--- src/sv/yqr_pkg.sv ---
// ----------------------------------------------------------------------------
// yqr_pkg
// Shared widths, types, register indexes and reset values for the
// 4:2:0 quad to RGB24 converter.
// ----------------------------------------------------------------------------
package yqr_pkg;

   localparam int PixWidth    = 8;
   localparam int CoefWidth   = 18;
   localparam int DiffWidth   = PixWidth + 1;
   localparam int ProdWidth   = CoefWidth + 1 + DiffWidth;
   localparam int SumWidth    = ProdWidth + 2;
   localparam int FracBits    = 16;
   localparam int LaneCount   = 4;
   localparam int CsrIdxWidth = 3;
   localparam int StageCount  = 5;

   typedef logic signed [DiffWidth-1:0] diff_type;
   typedef logic signed [ProdWidth-1:0] prod_type;
   typedef logic signed [SumWidth-1:0]  sum_type;
   typedef logic [CoefWidth-1:0]        coef_type;
   typedef logic [PixWidth-1:0]         pix_type;

   typedef struct packed {
      pix_type red;
      pix_type green;
      pix_type blue;
   } rgb_type;

   typedef enum logic [CsrIdxWidth-1:0] {
      CSR_LUMA_GAIN    = 3'd0,
      CSR_RED_FROM_V   = 3'd1,
      CSR_BLUE_FROM_U  = 3'd2,
      CSR_GREEN_FROM_U = 3'd3,
      CSR_GREEN_FROM_V = 3'd4
   } csr_index_type;

   localparam coef_type LumaGainReset   = 18'd76309;
   localparam coef_type RedFromVReset   = 18'd104597;
   localparam coef_type BlueFromUReset  = 18'd132201;
   localparam coef_type GreenFromUReset = 18'd25675;
   localparam coef_type GreenFromVReset = 18'd53279;

   localparam diff_type LumaOffset   = 9'sd16;
   localparam diff_type ChromaOffset = 9'sd128;

   // floor shift by FracBits, clamp to 0..255
   function automatic pix_type sat_byte(input sum_type s);
      pix_type res;
      if (s[SumWidth-1]) begin
         res = '0;
      end else if (|s[SumWidth-1:FracBits+PixWidth]) begin
         res = '1;
      end else begin
         res = s[FracBits+PixWidth-1:FracBits];
      end
      return res;
   endfunction

endpackage

--- src/sv/yuv420_quad_to_rgb24.sv ---
// A quad taken at a clock edge passes through five register stages before its
// result is on the rsp_ ports with rsp_valid high.
// Throughput: one quad per clock; busy stays low and start is taken every cycle.
// Rate is set by the multiply stage: eight 19x9 products in parallel each cycle.
// Reset (synchronous, active high) clears the pipeline valid bits and loads
// the five coefficients with their BT.601 defaults; the receiver cannot stall.
// ----------------------------------------------------------------------------
// yuv420_quad_to_rgb24
// Five-stage pipeline converting one YUV 4:2:0 quad to four RGB24 pixels
// with programmable Q16 coefficients.
// ----------------------------------------------------------------------------
module yuv420_quad_to_rgb24 (
   input  logic                               clock,
   input  logic                               reset,
   input  logic                               start,
   output logic                               busy,
   input  logic [yqr_pkg::PixWidth-1:0]       req_luma_top_left,
   input  logic [yqr_pkg::PixWidth-1:0]       req_luma_top_right,
   input  logic [yqr_pkg::PixWidth-1:0]       req_luma_bottom_left,
   input  logic [yqr_pkg::PixWidth-1:0]       req_luma_bottom_right,
   input  logic [yqr_pkg::PixWidth-1:0]       req_chroma_blue,
   input  logic [yqr_pkg::PixWidth-1:0]       req_chroma_red,
   output logic                               rsp_valid,
   output logic [yqr_pkg::PixWidth-1:0]       rsp_red_top_left,
   output logic [yqr_pkg::PixWidth-1:0]       rsp_green_top_left,
   output logic [yqr_pkg::PixWidth-1:0]       rsp_blue_top_left,
   output logic [yqr_pkg::PixWidth-1:0]       rsp_red_top_right,
   output logic [yqr_pkg::PixWidth-1:0]       rsp_green_top_right,
   output logic [yqr_pkg::PixWidth-1:0]       rsp_blue_top_right,
   output logic [yqr_pkg::PixWidth-1:0]       rsp_red_bottom_left,
   output logic [yqr_pkg::PixWidth-1:0]       rsp_green_bottom_left,
   output logic [yqr_pkg::PixWidth-1:0]       rsp_blue_bottom_left,
   output logic [yqr_pkg::PixWidth-1:0]       rsp_red_bottom_right,
   output logic [yqr_pkg::PixWidth-1:0]       rsp_green_bottom_right,
   output logic [yqr_pkg::PixWidth-1:0]       rsp_blue_bottom_right,
   input  logic                               csr_valid,
   output logic                               csr_ready,
   input  logic [yqr_pkg::CsrIdxWidth-1:0]    csr_index,
   input  logic [yqr_pkg::CoefWidth-1:0]      csr_data
);
   import yqr_pkg::*;

   // coefficient registers
   coef_type gain_ff, gain_in;
   coef_type crv_ff, crv_in;
   coef_type cbu_ff, cbu_in;
   coef_type cgu_ff, cgu_in;
   coef_type cgv_ff, cgv_in;

   logic [StageCount-1:0] valid_ff, valid_in;

   pix_type luma [LaneCount];

   diff_type s1_luma_ff [LaneCount];
   diff_type s1_luma_in [LaneCount];
   diff_type s1_u_ff, s1_u_in;
   diff_type s1_v_ff, s1_v_in;

   prod_type s2_yk_ff [LaneCount];
   prod_type s2_yk_in [LaneCount];
   prod_type s2_r_ff, s2_r_in;
   prod_type s2_b_ff, s2_b_in;
   prod_type s2_gu_ff, s2_gu_in;
   prod_type s2_gv_ff, s2_gv_in;

   sum_type s3_yk_ff [LaneCount];
   sum_type s3_yk_in [LaneCount];
   sum_type s3_r_ff, s3_r_in;
   sum_type s3_b_ff, s3_b_in;
   sum_type s3_g_ff, s3_g_in;

   sum_type s4_red_ff [LaneCount];
   sum_type s4_red_in [LaneCount];
   sum_type s4_green_ff [LaneCount];
   sum_type s4_green_in [LaneCount];
   sum_type s4_blue_ff [LaneCount];
   sum_type s4_blue_in [LaneCount];

   rgb_type out_ff [LaneCount];
   rgb_type out_in [LaneCount];

   assign busy      = 1'b0;
   assign csr_ready = 1'b1;

   // ---- configuration ----
   always_comb begin
      gain_in = gain_ff;
      crv_in  = crv_ff;
      cbu_in  = cbu_ff;
      cgu_in  = cgu_ff;
      cgv_in  = cgv_ff;
      if (csr_valid && csr_ready) begin
         unique case (csr_index)
            CSR_LUMA_GAIN:    gain_in = csr_data;
            CSR_RED_FROM_V:   crv_in  = csr_data;
            CSR_BLUE_FROM_U:  cbu_in  = csr_data;
            CSR_GREEN_FROM_U: cgu_in  = csr_data;
            CSR_GREEN_FROM_V: cgv_in  = csr_data;
            default: ;
         endcase
      end
   end

   always_ff @(posedge clock) begin
      if (reset) begin
         gain_ff <= LumaGainReset;
         crv_ff  <= RedFromVReset;
         cbu_ff  <= BlueFromUReset;
         cgu_ff  <= GreenFromUReset;
         cgv_ff  <= GreenFromVReset;
      end else begin
         gain_ff <= gain_in;
         crv_ff  <= crv_in;
         cbu_ff  <= cbu_in;
         cgu_ff  <= cgu_in;
         cgv_ff  <= cgv_in;
      end
   end

   // ---- valid chain ----
   assign valid_in = {valid_ff[StageCount-2:0], start && !busy};

   always_ff @(posedge clock) begin
      if (reset) begin
         valid_ff <= '0;
      end else begin
         valid_ff <= valid_in;
      end
   end

   assign luma[0] = req_luma_top_left;
   assign luma[1] = req_luma_top_right;
   assign luma[2] = req_luma_bottom_left;
   assign luma[3] = req_luma_bottom_right;

   // ---- datapath ----
   always_comb begin
      // stage 1: remove offsets
      for (int k = 0; k < LaneCount; k++) begin
         s1_luma_in[k] = diff_type'({1'b0, luma[k]}) - LumaOffset;
      end
      s1_u_in = diff_type'({1'b0, req_chroma_blue}) - ChromaOffset;
      s1_v_in = diff_type'({1'b0, req_chroma_red}) - ChromaOffset;

      // stage 2: products
      for (int k = 0; k < LaneCount; k++) begin
         s2_yk_in[k] = prod_type'($signed({1'b0, gain_ff}) * s1_luma_ff[k]);
      end
      s2_r_in  = prod_type'($signed({1'b0, crv_ff}) * s1_v_ff);
      s2_b_in  = prod_type'($signed({1'b0, cbu_ff}) * s1_u_ff);
      s2_gu_in = prod_type'($signed({1'b0, cgu_ff}) * s1_u_ff);
      s2_gv_in = prod_type'($signed({1'b0, cgv_ff}) * s1_v_ff);

      // stage 3: green chroma term
      for (int k = 0; k < LaneCount; k++) begin
         s3_yk_in[k] = sum_type'(s2_yk_ff[k]);
      end
      s3_r_in = sum_type'(s2_r_ff);
      s3_b_in = sum_type'(s2_b_ff);
      s3_g_in = sum_type'(s2_gu_ff) + sum_type'(s2_gv_ff);

      // stage 4: per-pixel sums
      for (int k = 0; k < LaneCount; k++) begin
         s4_red_in[k]   = s3_yk_ff[k] + s3_r_ff;
         s4_green_in[k] = s3_yk_ff[k] - s3_g_ff;
         s4_blue_in[k]  = s3_yk_ff[k] + s3_b_ff;
      end

      // stage 5: shift and clamp
      for (int k = 0; k < LaneCount; k++) begin
         out_in[k].red   = sat_byte(s4_red_ff[k]);
         out_in[k].green = sat_byte(s4_green_ff[k]);
         out_in[k].blue  = sat_byte(s4_blue_ff[k]);
      end
   end

   always_ff @(posedge clock) begin
      s1_luma_ff  <= s1_luma_in;
      s1_u_ff     <= s1_u_in;
      s1_v_ff     <= s1_v_in;
      s2_yk_ff    <= s2_yk_in;
      s2_r_ff     <= s2_r_in;
      s2_b_ff     <= s2_b_in;
      s2_gu_ff    <= s2_gu_in;
      s2_gv_ff    <= s2_gv_in;
      s3_yk_ff    <= s3_yk_in;
      s3_r_ff     <= s3_r_in;
      s3_b_ff     <= s3_b_in;
      s3_g_ff     <= s3_g_in;
      s4_red_ff   <= s4_red_in;
      s4_green_ff <= s4_green_in;
      s4_blue_ff  <= s4_blue_in;
      out_ff      <= out_in;
   end

   assign rsp_valid              = valid_ff[StageCount-1];
   assign rsp_red_top_left       = out_ff[0].red;
   assign rsp_green_top_left     = out_ff[0].green;
   assign rsp_blue_top_left      = out_ff[0].blue;
   assign rsp_red_top_right      = out_ff[1].red;
   assign rsp_green_top_right    = out_ff[1].green;
   assign rsp_blue_top_right     = out_ff[1].blue;
   assign rsp_red_bottom_left    = out_ff[2].red;
   assign rsp_green_bottom_left  = out_ff[2].green;
   assign rsp_blue_bottom_left   = out_ff[2].blue;
   assign rsp_red_bottom_right   = out_ff[3].red;
   assign rsp_green_bottom_right = out_ff[3].green;
   assign rsp_blue_bottom_right  = out_ff[3].blue;

   // ---- assertions ----
   a_transfer_latency: assert property (@(posedge clock) disable iff (reset)
      start && !busy |-> ##StageCount rsp_valid)
      else $error("accepted quad produced no result");

   a_no_spurious: assert property (@(posedge clock) disable iff (reset)
      rsp_valid |-> $past(start && !busy, StageCount))
      else $error("result without matching request");

   a_clamp_low: assert property (@(posedge clock) disable iff (reset)
      valid_ff[StageCount-2] && s4_green_ff[0][SumWidth-1] |=> rsp_green_top_left == '0)
      else $error("negative sum not clamped to zero");

   a_clamp_high: assert property (@(posedge clock) disable iff (reset)
      valid_ff[StageCount-2] && !s4_red_ff[3][SumWidth-1]
         && (|s4_red_ff[3][SumWidth-2:FracBits+PixWidth])
      |=> rsp_red_bottom_right == '1)
      else $error("overflowing sum not clamped to 255");

   a_csr_gain: assert property (@(posedge clock) disable iff (reset)
      csr_valid && csr_ready && csr_index == CSR_LUMA_GAIN |=> gain_ff == $past(csr_data))
      else $error("luma gain write lost");

endmodule

--- config.mk ---
export PLATFORM = sky130hd
export DESIGN_NAME = yuv420_quad_to_rgb24
export DESIGN_NICKNAME = d
export VERILOG_FILES = /design/src/sv/yqr_pkg.sv /design/src/sv/yuv420_quad_to_rgb24.sv
export SDC_FILE = /design/constraint.sdc
export NUM_CORES = 2
export LEC_CHECK = 0
export ABC_AREA = 0
export BUFFER_PORTS_ARGS = -buffer_cell sky130_fd_sc_hd__buf_2
export CAP_MARGIN = 20
export CELL_PAD_IN_SITES_DETAIL_PLACEMENT = 0
export CELL_PAD_IN_SITES_GLOBAL_PLACEMENT = 1
export CORE_MARGIN = 2
export CORE_UTILIZATION = 51
export CTS_CLUSTER_SIZE = 16
export DETAILED_ROUTE_END_ITERATION = 10
export PLACE_DENSITY_LB_ADDON = 0.1
export SYNTH_ARGS = -nofsm -noshare
export SYNTH_HDL_FRONTEND = slang
export SYNTH_SLANG_ARGS = --single-unit
--- constraint.sdc ---
create_clock -name clock -period 7.85 [get_ports clock]
set_input_delay 0.3925 -clock clock [delete_from_list [all_inputs] [get_ports clock]]
set_output_delay 0.3925 -clock clock [all_outputs]
set_load 0.01 [all_outputs]
==> impl_results.md <==
* Cell chosen for the clock root: clkbuf_16
* Global-route congestion overflow total at 0
* Final Setup Violations at 0
* Detailed-route wire length at 190.3 mm
* Post-CTS Resized at 0
* Net count of the mapped netlist at about 9300
* Final worst clock skew at 0.03788 ns
* Final max-slew violation count at 0
* R2R cell count at 21
* Startpoint of the most critical register-to-register path: s1_v_ff[0]$_DFF_P_
* Result of the run: completed
* Worst hold slack at between 0.1 and 0.15 ns
* Kind of critical path: reg -> reg
* Detailed-routing iteration count for the pre-antenna-repair pass at 5
* Area share of the largest cell type after synthesis at 0.2539
* Share of synthesized flip-flops with an asynchronous set or reset at 0
* IO Port Bufs at 169
* Prevailing post-synth register cell: dfxtp_1
* DP Area at 73860 um^2
* Cell Chain, Critical Path: buf_4, nand2_1, fa_1, inv_1, fa_1, inv_1, fa_1, inv_1, fa_1, fa_1, ha_1, and2_1, a311o_1, o311ai_2, a31oi_1, a41oi_1, o21ai_1, a21oi_1, o21bai_1, a21o_1, xor2_1
* Max Used Layer: met5
* Insertion delay to the later sink of the worst-skew pair at 0.73 ns
* Sequential fraction of the synthesis area at 0.2312
* Max rail drop VDD at 0.2100 mV
* Clock sink count at 824
* Achievable frequency at 0.1620 GHz
* Fraction of final layout cells with drive strength greater than 1 at 0.05976
* Biggest area contributors in the synthesized netlist: fa_1 (25%), dfxtp_1 (23%), ha_1 (17%)
* Die outline area at about 140000 um^2
* Worst Hold Depth at 3
* Setup repair after global routing missed its margin: no
* Fin crit period at 6.171 ns
* Maximum number of pins on one net before global-route repair at 96
* Arr. time, crit path at 6.78 ns
* Count of max-cap constraint violations at 0
* Leakage power figure at a little under 40 nW
* Portion of the clock cycle consumed by the worst path in the final layout at 0.7862
* IO Pins at 172
* Die X at 378.0 um
* Final standard cell count with taps included and fillers excluded at 9443
* FF-to-FF End: s2_gv_ff[24]$_DFF_P_
* Reg-to-reg slack, setup at 1.68 ns
* Startpoint class of the critical path: flop
* Number of antenna violations at the first check in global routing at 11
* Setup crit start: s1_v_ff[0]$_DFF_P_
* Clock-pin slew of the registers on the worst-case setup and hold paths at 0.06 ns
* Most common cell in the netlist: ha_1
* Final routed wire length divided by cell count at 20.15 um
* Clock tree from TritonCTS: built
* Library cell appearing most often on the critical path: fa_1
* Final hold viol count at 0
* Capturing element type of the critical path: flop
* Die height at between 300 and 400 um
* Worst slew slack as a fraction of its limit at 0.2584
* Vias in the first global route at 51360
* Min-delay worst type: in -> reg
* Effective utilization at floorplan at 0.5126
* Number of DRC violations after detailed routing at 0
* Setup TNS after final layout at 0 ns
* Launch point of the worst hold path: csr_data[1]
* Total number of nets in the final design at 9409
* Routed wl met3 at between 7 and 8 mm
* Area of the core at 139200 um^2
* Worst Path Required at 8.46 ns
* Total routing usage reported by global routing at 0.2728
* Cell area after layout at 77840 um^2
* Wire length of the first global-routing pass at 299.0 mm
* Via count at between 50000 and 60000
* Number of nets with antenna violations after detailed routing at 0
* Half-perimeter wire length after detailed placement at around 150 mm
* Synthesized area per cell at ~9.6 um^2
* Actual transition at the worst max-transition pin at 1.111 ns
* Hold Path Sink: crv_ff[1]$_SDFFE_PP0P_
* Cells after synthesis at 7410
* Dpl cells at 9212
* Maximum buffer depth of the clock tree at 3
* P&R area growth vs syn at 9.099%
* Most frequent cells after synthesis: ha_1 (944), fa_1 (905), nand2_1 (830)
* Number of enable-type register cells in the synthesized netlist at 0
* Number of distinct library cell variants in the gate-level netlist after synthesis at 83
* Dominant cell type by area after synthesis: fa_1
* CTS HTree Levels at 3
* Largest fanout on the critical path at 27
* Number of rows created at floorplan at about 140
* Place WS at roughly 1.7 ns
* Sum of routed wire segments on met1 at 89.38 mm
* Routability cong. at 0.9324
* Final worst setup slack at 1.679 ns
* Number of buffers inserted during clock tree synthesis at between 90 and 100
* Routed via count divided by cell count at 5.331
* Iteration-0 DRC Markers at 2994
* Power per standard cell area at 355.8 nW/um^2
* Flip-flop and latch count after synthesis at slightly above 800
* Cell with the biggest individual delay on the critical path: fa_1
* Largest stage delay, worst path at 0.54 ns
* Sum of met2 wire segment lengths after detailed routing at 86.05 mm
* Synth warn at 0
* Cell area after synthesis at 71350 um^2
-- metal layers --
| metal | vias up | global-route usage |
|---|---|---|
| li1 | 24060 | - |
| met1 | 24930 | 0.3814 |
| met2 | 1045 | 0.4399 |
| met3 | 312 | 0.03134 |
| met4 | 2 | 0.09163 |
| met5 | - | 0 |
-- stage by stage --
step | utilization | power (mW)
6_report | 0.5593 | 27.70
5_1_grt | 0.5592 | 30.08
4_1_cts | 0.5592 | 27.84
3_5_place_dp | 0.5306 | 22.88
3_3_place_gp | 0.5306 | 22.67
2_1_floorplan | - | 18.09
-- repair_timing --
item | in CTS | in global routing
hold endpoints to repair | 53 | 0
buffers inserted | 0 | 0
hold buffers | 57 | 0
-- sequential cells by signal, indices dropped and copies added, names as in the netlist, 28 cells and up --
signal / count
s4_red_ff: 52
s2_yk_ff: 112
s4_green_ff: 56
s2_r_ff: 28
s2_gu_ff: 28
s3_r_ff: 28
s3_g_ff: 29
s3_yk_ff: 112
s2_gv_ff: 28
s3_b_ff: 28
s2_b_ff: 28
s4_blue_ff: 52
s1_luma_ff: 36
-- logic make-up after synthesis --
logic type / Yosys count / synth area share
AND/OR/NAND/NOR: 2418 / 0.1686
adder cells (fa/ha/maj): 1849 / 0.4195
buffers and inverters: 1081 / 0.05708
AO/OA/AOI/OAI: 902 / 0.08238
flip-flops: 824 / 0.2312
XOR/XNOR: 329 / 0.04038
multiplexers: 5 / 0.0007715
other: 2 / 0.0001053
-- final cells by class --
type | instances | area (um^2)
antenna | 3 | 7.507
clock buffer | 119 | 2625
clock inverter | 52 | 782.0
fill | 12470 | 61340
inverter | 778 | 2920
multi-input combinational | 5505 | 50780
sequential | 824 | 16500
tap | 1876 | 2347
timing repair buffer | 286 | 1879
-- worst max-delay path by stage --
stage | endpoint | slack [ns] | depth (start not counted)
after global routing | s2_gu_ff[25]$_DFF_P_ | 1.34 | 18
final | s2_gv_ff[24]$_DFF_P_ | 1.68 | 21
after global placement | s2_gv_ff[24]$_DFF_P_ | 1.73 | 21
after CTS | s2_gv_ff[24]$_DFF_P_ | 1.67 | 21
after floorplan | s2_gv_ff[24]$_DFF_P_ | 2.14 | 20
after detailed placement | s2_gv_ff[24]$_DFF_P_ | 1.66 | 21
-- critical path: cells and delay by family, from the launching register on --
family          cells  cell delay [ns]
compound gates      8             1.81
fa+ha+maj           6             2.78
xor+xnor            1             0.13
simple gates        2             0.29
flops               1             0.52
buf+inv             4             0.53
-- power breakdown --
part	switching, mW	internal, mW	total (mW)
Combinational	8.61	6.66	15.3
Sequential	1.62	6.03	7.66
Clock	1.92	2.86	4.77
-- cells in the final DEF, fill, tap and decap left out, drive strengths merged, types with 14 or more instances in the layout --
cell         Yosys  final
a211oi          24     24
a21o           136    136
a21oi          333    333
a31o            17     17
a31oi           24     24
and2           633    633
and3            33     33
buf             30    229
bufinv           0     14
clkbuf         273    119
clkinv           0     19
dfxtp          824    824
dlygate4sd3      0     57
fa             905    905
ha             944    944
inv            778    790
nand2          830    830
nand2b          96     96
nand3           57     57
nand3b          41     41
nand4           48     48
nor2           382    382
nor2b          174    174
nor3            65     65
o211ai          26     26
o21a            46     46
o21ai          128    128
o21bai          37     37
o31ai           15     15
or3             20     20
xnor2          229    229
xor2           100    100
No activity file was read; power rests on OpenSTA's default activity.
